## src/sv/lkvc_pkg.sv

```systemverilog
package lkvc_pkg;

	localparam int ENTRIES = 16;
	localparam int IDX_W   = (ENTRIES > 1) ? $clog2(ENTRIES) : 1;
	localparam int RANK_W  = IDX_W;
	localparam int CNT_W   = $clog2(ENTRIES + 1);
	localparam int KEY_W   = 32;
	localparam int VAL_W   = 32;
	localparam int CAP_W   = 5;
	localparam int EC_W    = (CNT_W > CAP_W) ? CNT_W : CAP_W;

	localparam logic [CAP_W-1:0] CAP_RESET = CAP_W'(16);
	localparam logic signed [VAL_W-1:0] MISS_VALUE = '1;

	typedef enum logic {
		OP_GET = 1'b0,
		OP_PUT = 1'b1
	} op_t;

	typedef struct packed {
		op_t                     operation;
		logic signed [KEY_W-1:0] lookup_key;
		logic signed [VAL_W-1:0] store_value;
	} cmd_t;

	typedef struct packed {
		logic                    hit;
		logic signed [VAL_W-1:0] read_value;
	} rsp_t;

	typedef struct packed {
		logic             hit;
		logic [IDX_W-1:0] index;
	} match_t;

	typedef logic [ENTRIES-1:0][KEY_W-1:0] key_array_t;

endpackage

```

## src/sv/lkvc_match.sv

```systemverilog
module lkvc_match (
	input  lkvc_pkg::key_array_t                keys,
	input  logic [lkvc_pkg::ENTRIES-1:0]        valid,
	input  logic [lkvc_pkg::KEY_W-1:0]          key,
	output lkvc_pkg::match_t                    match
);
	import lkvc_pkg::*;

	// parallel compare, lowest slot wins
	always_comb begin
		match = '0;
		for (int i = ENTRIES - 1; i >= 0; i--) begin
			if (valid[i] && (keys[i] == key)) begin
				match.hit   = 1'b1;
				match.index = IDX_W'(i);
			end
		end
	end

endmodule

```

## src/sv/lru_key_value_cache.sv

```systemverilog
// channel   | signals                        | direction | transfer
// ----------+--------------------------------+-----------+------------------------------
// command   | start, busy, command           | in        | edge with start high, busy low
// result    | done, result                   | out       | one cycle per strobe on done
// capacity  | cfg_valid, cfg_ready, cfg_data | in        | edge with cfg_valid and cfg_ready
//
// one item per cycle; busy never rises
// a get raises done at the next edge after the one that took it, for one cycle; a put gives none
// all work is one pass of key compare and rank update between the input and result registers
// arst_n clears the valid bits, occupancy, pipeline strobes and sets capacity to 16
// the receiver cannot stall: every result is on the port for exactly one cycle
module lru_key_value_cache (
	input  logic                          clk,
	input  logic                          arst_n,
	input  logic                          start,
	output logic                          busy,
	input  lkvc_pkg::cmd_t                command,
	output logic                          done,
	output lkvc_pkg::rsp_t                result,
	input  logic                          cfg_valid,
	output logic                          cfg_ready,
	input  logic [lkvc_pkg::CAP_W-1:0]    cfg_data
);
	import lkvc_pkg::*;

	logic                   valid_s1;
	cmd_t                   cmd_s1;
	logic [CAP_W-1:0]       cap_q;
	key_array_t             keys_q;
	logic [VAL_W-1:0]       values_q [ENTRIES];
	logic [RANK_W-1:0]      rank_q   [ENTRIES];
	logic [ENTRIES-1:0]     valid_q;
	logic [CNT_W-1:0]       count_q;
	logic                   done_q;
	rsp_t                   rsp_q;

	match_t                 match;
	logic [EC_W-1:0]        eff_cap;
	logic [EC_W-1:0]        cnt_ext;
	logic                   need_evict;
	logic [ENTRIES-1:0]     valid_kept;
	logic [IDX_W-1:0]       free_idx;
	logic [RANK_W-1:0]      hit_rank;
	logic                   is_put;
	logic                   touch;
	logic                   insert;
	logic [RANK_W-1:0]      rank_d   [ENTRIES];
	logic [ENTRIES-1:0]     valid_d;
	logic [CNT_W-1:0]       count_d;

	assign busy      = 1'b0;
	assign cfg_ready = 1'b1;
	assign done      = done_q;
	assign result    = rsp_q;

	lkvc_match u_match (
		.keys  (keys_q),
		.valid (valid_q),
		.key   (cmd_s1.lookup_key),
		.match (match)
	);

	assign is_put   = (cmd_s1.operation == OP_PUT);
	assign touch    = valid_s1 && match.hit;
	assign insert   = valid_s1 && is_put && !match.hit;
	assign hit_rank = rank_q[match.index];

	always_comb begin
		eff_cap = EC_W'(cap_q);
		if (eff_cap == '0) begin
			eff_cap = EC_W'(1);
		end
		if (eff_cap > EC_W'(ENTRIES)) begin
			eff_cap = EC_W'(ENTRIES);
		end
	end

	assign cnt_ext    = EC_W'(count_q);
	assign need_evict = (cnt_ext >= eff_cap);

	// when occupancy has reached capacity, drop every entry whose rank is at or past the new tail
	always_comb begin
		for (int i = 0; i < ENTRIES; i++) begin
			valid_kept[i] = valid_q[i] &&
				!(need_evict && (EC_W'(rank_q[i]) >= (eff_cap - EC_W'(1))));
		end
	end

	always_comb begin
		free_idx = '0;
		for (int i = ENTRIES - 1; i >= 0; i--) begin
			if (!valid_kept[i]) begin
				free_idx = IDX_W'(i);
			end
		end
	end

	always_comb begin
		valid_d = valid_q;
		count_d = count_q;
		for (int i = 0; i < ENTRIES; i++) begin
			rank_d[i] = rank_q[i];
		end
		if (touch) begin
			for (int i = 0; i < ENTRIES; i++) begin
				if (IDX_W'(i) == match.index) begin
					rank_d[i] = '0;
				end else if (valid_q[i] && (rank_q[i] < hit_rank)) begin
					rank_d[i] = rank_q[i] + RANK_W'(1);
				end
			end
		end else if (insert) begin
			for (int i = 0; i < ENTRIES; i++) begin
				if (IDX_W'(i) == free_idx) begin
					rank_d[i] = '0;
				end else if (valid_kept[i]) begin
					rank_d[i] = rank_q[i] + RANK_W'(1);
				end
			end
			valid_d = valid_kept;
			valid_d[free_idx] = 1'b1;
			count_d = need_evict ? CNT_W'(eff_cap) : (count_q + CNT_W'(1));
		end
	end

	always_ff @(posedge clk or negedge arst_n) begin
		if (!arst_n) begin
			valid_s1 <= 1'b0;
			done_q   <= 1'b0;
			valid_q  <= '0;
			count_q  <= '0;
			cap_q    <= CAP_RESET;
		end else begin
			valid_s1 <= start && !busy;
			done_q   <= valid_s1 && !is_put;
			valid_q  <= valid_d;
			count_q  <= count_d;
			if (cfg_valid && cfg_ready) begin
				cap_q <= cfg_data;
			end
		end
	end

	always_ff @(posedge clk) begin
		if (start && !busy) begin
			cmd_s1 <= command;
		end
		rsp_q.hit        <= match.hit;
		rsp_q.read_value <= match.hit ? values_q[match.index] : MISS_VALUE;
		for (int i = 0; i < ENTRIES; i++) begin
			rank_q[i] <= rank_d[i];
		end
		if (touch && is_put) begin
			values_q[match.index] <= cmd_s1.store_value;
		end else if (insert) begin
			values_q[free_idx] <= cmd_s1.store_value;
			keys_q[free_idx]   <= cmd_s1.lookup_key;
		end
	end

endmodule

```

## config.mk

```make
export PLATFORM = sky130hd
export DESIGN_NAME = lru_key_value_cache
export DESIGN_NICKNAME = d
export VERILOG_FILES = /design/src/sv/lkvc_pkg.sv /design/src/sv/lkvc_match.sv /design/src/sv/lru_key_value_cache.sv
export SDC_FILE = /design/constraint.sdc
export NUM_CORES = 2
export LEC_CHECK = 0
export BUFFER_PORTS_ARGS = -buffer_cell sky130_fd_sc_hd__buf_4
export CELL_PAD_IN_SITES_DETAIL_PLACEMENT = 2
export CELL_PAD_IN_SITES_GLOBAL_PLACEMENT = 2
export CORE_MARGIN = 5
export CORE_UTILIZATION = 50
export CTS_CLUSTER_DIAMETER = 120
export CTS_CLUSTER_SIZE = 25
export DETAILED_ROUTE_END_ITERATION = 10
export PLACE_DENSITY = 0.82
export SLEW_MARGIN = 20
export SYNTH_ARGS = -nofsm -noshare
export SYNTH_HDL_FRONTEND = slang
export SYNTH_SLANG_ARGS = --single-unit
```

## constraint.sdc

```tcl
create_clock -name clk -period 17.55 [get_ports clk]
set_input_delay 1.755 -clock clk [delete_from_list [all_inputs] [get_ports clk]]
set_output_delay 1.755 -clock clk [all_outputs]
set_load 0.1 [all_outputs]
```

Yosys cells after proc, flatten, opt, wreduce, memory -nomap -nowiden
Memories as Yosys holds them, arrays and structs flattened. A register that Yosys moved wholly into a read port is not among the register bits.
Index checks and enable logic that the tools add are counted.
{"block": "op_classes", "add_sub_neg": 18, "n_mux": 114, "magnitude_cmp": 36, "eq_ne": 46, "reduce_logical": 95, "bitwise_logic": 3}
{"operator": "$bwmux 512", "count": 1}
{"operator": "$eq 32x32->1", "count": 16}
{"operator": "$mux 4", "count": 81}
{"operator": "$demux 32 s4", "count": 1}
{"operator": "$mux 64", "count": 2}
{"operator": "$mux 5", "count": 19}
{"operator": "$ge 4x5->1", "count": 16}
{"operator": "$logic_and 1x1->1", "count": 70}
{"operator": "$add 4x1->4 const B", "count": 16}
{"operator": "$eq 4x4->1 const A", "count": 16}
{"operator": "$lt 4x4->1", "count": 16}
{"operator": "$mux 32", "count": 2}
{"operator": "$eq 3x4->1 const A", "count": 8}
{"operator": "$reduce_or 32->1", "count": 1}
{"operator": "$logic_not 1->1", "count": 19}
{"operator": "$eq 2x4->1 const A", "count": 4}
{"operator": "$or 16x16->16", "count": 1}
{"operator": "$eq 1x4->1 const A", "count": 2}
{"operator": "$logic_not 4->1", "count": 2}
{"operator": "$mux 1", "count": 7}
{"operator": "$add 5x1->5 const B", "count": 1}
{"operator": "$ge 5x5->1", "count": 1}
{"operator": "$gt 5x5->1 const B", "count": 1}
{"operator": "$logic_not 5->1", "count": 1}
{"operator": "6 further kinds", "count": 8}
{"block": "totals", "output_inout_bits": 36, "inputBits": 74, "register_bits": 606, "ramBits": 576, "word_cells": 339, "n_memories": 2}
{"memory": "values_q", "depth": 16, "word_bits": 32, "rd": 1, "rd_ports_with_merged_regs": 1, "wr": 1, "line": "lru_key_value_cache.sv:30", "source": "logic [VAL_W-1:0] values_q [ENTRIES];"}
{"memory": "rank_q", "depth": 16, "word_bits": 4, "rd": 17, "rd_ports_with_merged_regs": 0, "wr": 16, "line": "lru_key_value_cache.sv:31", "source": "logic [RANK_W-1:0] rank_q [ENTRIES];"}

Longest topological paths before layout
{"block": "logic_depth", "ltp_word": 30, "mapped_depth": 23, "ltp_nobuf": 19}

Hierarchy
From an unflattened synthesis, not the netlist that was laid out.
{"block": "unflattened", "cells_unflattened": 3094, "hier_area_um2": 52451.6}
{"mod": "lru_key_value_cache", "seq_area_each_um2": 35985.8, "cells_each": 2307, "instances": 1, "area_per_inst_um2": 46082.9}
{"mod": "lkvc_match", "seq_area_each_um2": 0.0, "cells_each": 787, "instances": 1, "area_per_inst_um2": 6368.6}

Worst setup path before layout
Ideal clock, no wire load.
{"block": "synth_path", "kind": "register to register", "startpoint": "reg cap_q[4] (netlist name)", "endpoint": "mem rank_q[4][0] in the netlist's numbering, enable pin", "required_time_ns": 17.205, "setup_time_ns": 0.345, "stages_incl_launch_ff": 20, "synth_period_minus_slack_ns": 6.581, "n_path_buf": 2, "t_arrival_ns": 6.236, "path_slack_ns": 10.969, "cell_sequence": "dfstp_2 clkbuf_1 nor2_1 inv_1 ha_1 xor2_1 ha_1 a21oi_1 o21ai_0 maj3_1 a31oi_1 o2111a_1 o311ai_0 a21oi_1 a21oi_1 or2_1 buf_2 nor2_1 inv_1 o211ai_1"}
{"element": "to (decl)", "line": "lru_key_value_cache.sv:31"}

==> results.toml <==
[status]
status = "finished clean"

[final_layout]
fillCellCount = 9714
syn2layout_area_growth_pct = 7.703
drive_above_1_share = 0.1001
layoutNonFillerInstCount = 5360
nets = 4105
fin_area_sq_mm = 0.05875

[die]
initial_core_util = 0.5025
die-height_microns = 340.3
die_area_sq_mm = 0.1158
core_area_sq_mm = 0.1086
num_io_pins = 110
rows = 121
fp.dieW_microns = 340.3

[drt]
num_vias = 36251
drc = 0
drt_iter0_markers = 4261
wl_per_cell_microns = 36.92
antenna_left = 0
viasPerCell = 6.763
firstDrtPassIters = 6
drt_wl_total_mm = 197.9

[synthesis]
async_flop_share = 0.02306
synth_nets = 4018
ys.flop_type = "edfxtp_1"
synth_compound_area_frac = 0.06506
synth_edf_count = 1153
synthCells = 3825
synthDominantCellAreaShare = 0.6348
synth_mux_area_frac = 0.04627
synthTopCellsByCount = "1,153 x edfxtp_1, 356 x xor2_1, 185 x nand2_1, 179 x mux2i_1, 179 x xnor2_1"
synth-simple-area-share = 0.09167
synth_fa_ha_area_frac = 0.02950
syn_area_per_cell_sq_um = 14.26
yosysMostFrequentCell = "edfxtp_1"
ys_seq_elements = 1214
ys_types = 85
netlist_top_cells_area = "edfxtp_1 63%, xor2_1 5.7%, mux2i_1 3.3%, xnor2_1 2.9%, ha_1 2.7%"
yosysWarnings = 0
synth_xor_area_frac = 0.08591
syn_area_sq_mm = 0.05454
synth_top_family_by_area = "simple AND/OR/NAND/NOR gates"
synth_top_area_cell = "edfxtp_1"
ys_seq_area_frac = 0.6598

[cts]
htreeDepth = 2
clk_latency_ps = 740
cts_inserted_buffers = 55
cts_resized = 0
path_clk_slew_ps = 120
cts_root_buffer = "clkbuf_16"
cts_setup_buffers = 0
cts_max_path_buffers = 3
clock-sinks = 1214
tritoncts = "done"
ctsHoldBuffers = 0

[power]
swShare = 0.3016
comb_power_share = 0.175
powerDensity_mw_per_mm2 = 103.4
p_int_uw = 4243
ir_drop_uv = 100.2
seqPwrFrac = 0.573
p_clk_frac = 0.252
p_switching_uw = 1832
leakagePower_uw = 0.01855

[sta]
clock_skew_ps = 59.90
slew_violations = 0
worst_slew_pin_slew_ps = 1156
timing.slew.headroom = 0.2182
setup_viol_count_final = 0
rsz0062_at_grt = "false"
layout_setup_ws_ps = 9650
final-hold-violation-count = 0
fin_crit_ps = 7900
setup_tns_ps = 0
fmax_mhz = 126.6
layout_worst_path_cycle_share = 0.4501

[critical_path]
cpMostUsedCell = "buf_4"
worstPathCellList = "buf_4 -> xor2_1 -> nor4b_1 -> nand4_1 -> nor4_1 -> nand2b_1 -> a311oi_2 -> o31ai_4 -> buf_4 -> mux2i_1 -> mux2i_1 -> nor2_1 -> a21oi_1 -> o221ai_2 -> buf_4 -> ha_1 -> a2111oi_0 -> nand2_1 -> o211ai_1"
startpoint_type = "flop"
criticalPathCategory = "flop to flop"
critical_path.max_fanout = 61
crit_slowest_cell = "buf_4"
cp.arrival_ps = 8270
end_kind = "flop"
cpPeakStageDelay_ps = 870
worst_ep_required_time_ps = 17920

[flow_run]
cap_violations = 0

[worst_hold_path]
holdCritPathClass = "flop to flop"

[global_route]
grt_pass1_wl_mm = 283.9
antenna_found_initial = 4
grt-ovfl-total = 0
grt_usage = 0.3344
grt_pass1_vias = 39943
grt_start_max_net_pins = 139

[place]
preCtsSetupSlack_ps = 9909
globalplace.congestion = 0.8901
placed_cell_area_sq_mm = 0.05716
port_buffers = 107
dp_hpwl_mm = 127.8
dpl.cell_count = 5269
## critical path: cells and delay by family, from the launching register on
kind / cells / cell delay (ps)
AOI/OAI and AO/OA: 6 / 2470
and+or+nand+nor: 6 / 1940
buffers and inverters: 3 / 1790
muxes: 2 / 420
DFF: 1 / 360
xor gates and xnor gates: 1 / 230
adders and majority gates: 1 / 200
## logic make-up (layout without fill, tap and decap cells)
family          Yosys count  after routing
compound gates          527            527
fa+ha+maj               131            131
flops                  1214           1214
buf+inv                 236            356
xor+xnor                535            535
mux                     244            244
other cells               2              3
simple gates            936            936
## layout by cell type (no fill, tap or decap), types with 12 or more instances in the layout
cell type and n:
clkbuf_16 55, nand4b_1 20, dfxtp_1 33, maj3_1 12
mux2i_1 179, nand2_1 185, ha_1 119, o21ai_0 116
o21a_1 19, a21o_1 23, nor4_1 159, nor3_1 53
dfrtp_1 27, o22ai_1 33, mux2_2 56, o21ai_1 19
a211o_1 26, nand2b_1 47, xnor2_1 179, a221oi_1 25
a31oi_1 12, clkbuf_1 28, buf_4 198, a211oi_1 80
nor2b_1 62, nor2_4 19, nor2_2 16, nor4b_1 15
nor2_1 125, or4_1 17, nand3_1 70, edfxtp_1 1153
xor2_1 355, inv_1 64, a21oi_1 90, nand4_1 94
## per-stage QoR
step,power [uW],utilization,hold slack (ps)
final,6075,0.5412,496.9
after global routing,6264,0.5412,520.0
after CTS,6049,0.5412,497.5
after detailed placement,4548,0.5266,466.9
after global placement,4408,0.5265,425.7
after floorplan,4068,-,415.2
## layer usage
| layer | global-route usage | share of wire | vias up |
|---|---|---|---|
| met4 | 0.1605 | 0.058 | 2 |
| met1 | 0.4146 | 0.37 | 18921 |
| li1 | - | - | 14692 |
| met3 | 0.05319 | 0.076 | 636 |
| met2 | 0.5752 | 0.49 | 2000 |
| met5 | 0 | 0.000076 | - |
## registers in the layout, summed over array words and instances (netlist names)
signal    flops
cap_q         5
cmd_s1       64
cnt_ext       5
done          1
is_put        1
keys_q      512
rank_q       64
result       33
valid_q      16
valid_s1      1
values_q    512
## area by class of cell
cell class | instances | area (sq um) | area share
Clock inverter | 7 | 100.1 | 0.001704
Antenna cell | 1 | 2.502 | 0.00004260
Sequential cell | 1214 | 35990 | 0.6126
Timing Repair Buffer | 200 | 1526 | 0.02598
Tap cell | 1414 | 1769 | 0.03012
Clock buffer | 83 | 1481 | 0.02522
Multi-Input combinational cell | 2375 | 17630 | 0.3001
Inverter | 66 | 247.7 | 0.004217
## final timing paths
kind                                 startpoint                     end  slack, ps  depth (start not counted)
min in group asynchronous                arst_n  valid_q[7]$_DFFE_PN0P_        980                          1
hold / removal                 is_put$_DFFE_PP_          done$_DFF_PN0_        500                          1
max in group asynchronous                arst_n    cap_q[4]$_DFFE_PN1P_      16210                          1
setup / recovery           cmd_s1[43]$_DFFE_PP_  rank_q[3][0]$_DFFE_PP_       9650                         19
hold reg to reg                is_put$_DFFE_PP_          done$_DFF_PN0_        500                          1
setup reg to reg           cmd_s1[43]$_DFFE_PP_  rank_q[3][0]$_DFFE_PP_       9650                         19
## power groups by stage
stage	logic, uW	registers [uW]	clock network, uW
6_report	1060	3480	1530
5_1_grt	1100	3490	1670
4_1_cts	1030	3480	1550
3_5_place_dp	1010	3540	0
3_3_place_gp	899	3510	0
2_1_floorplan	582	3490	0
No activity file was read; power rests on OpenSTA's default activity.
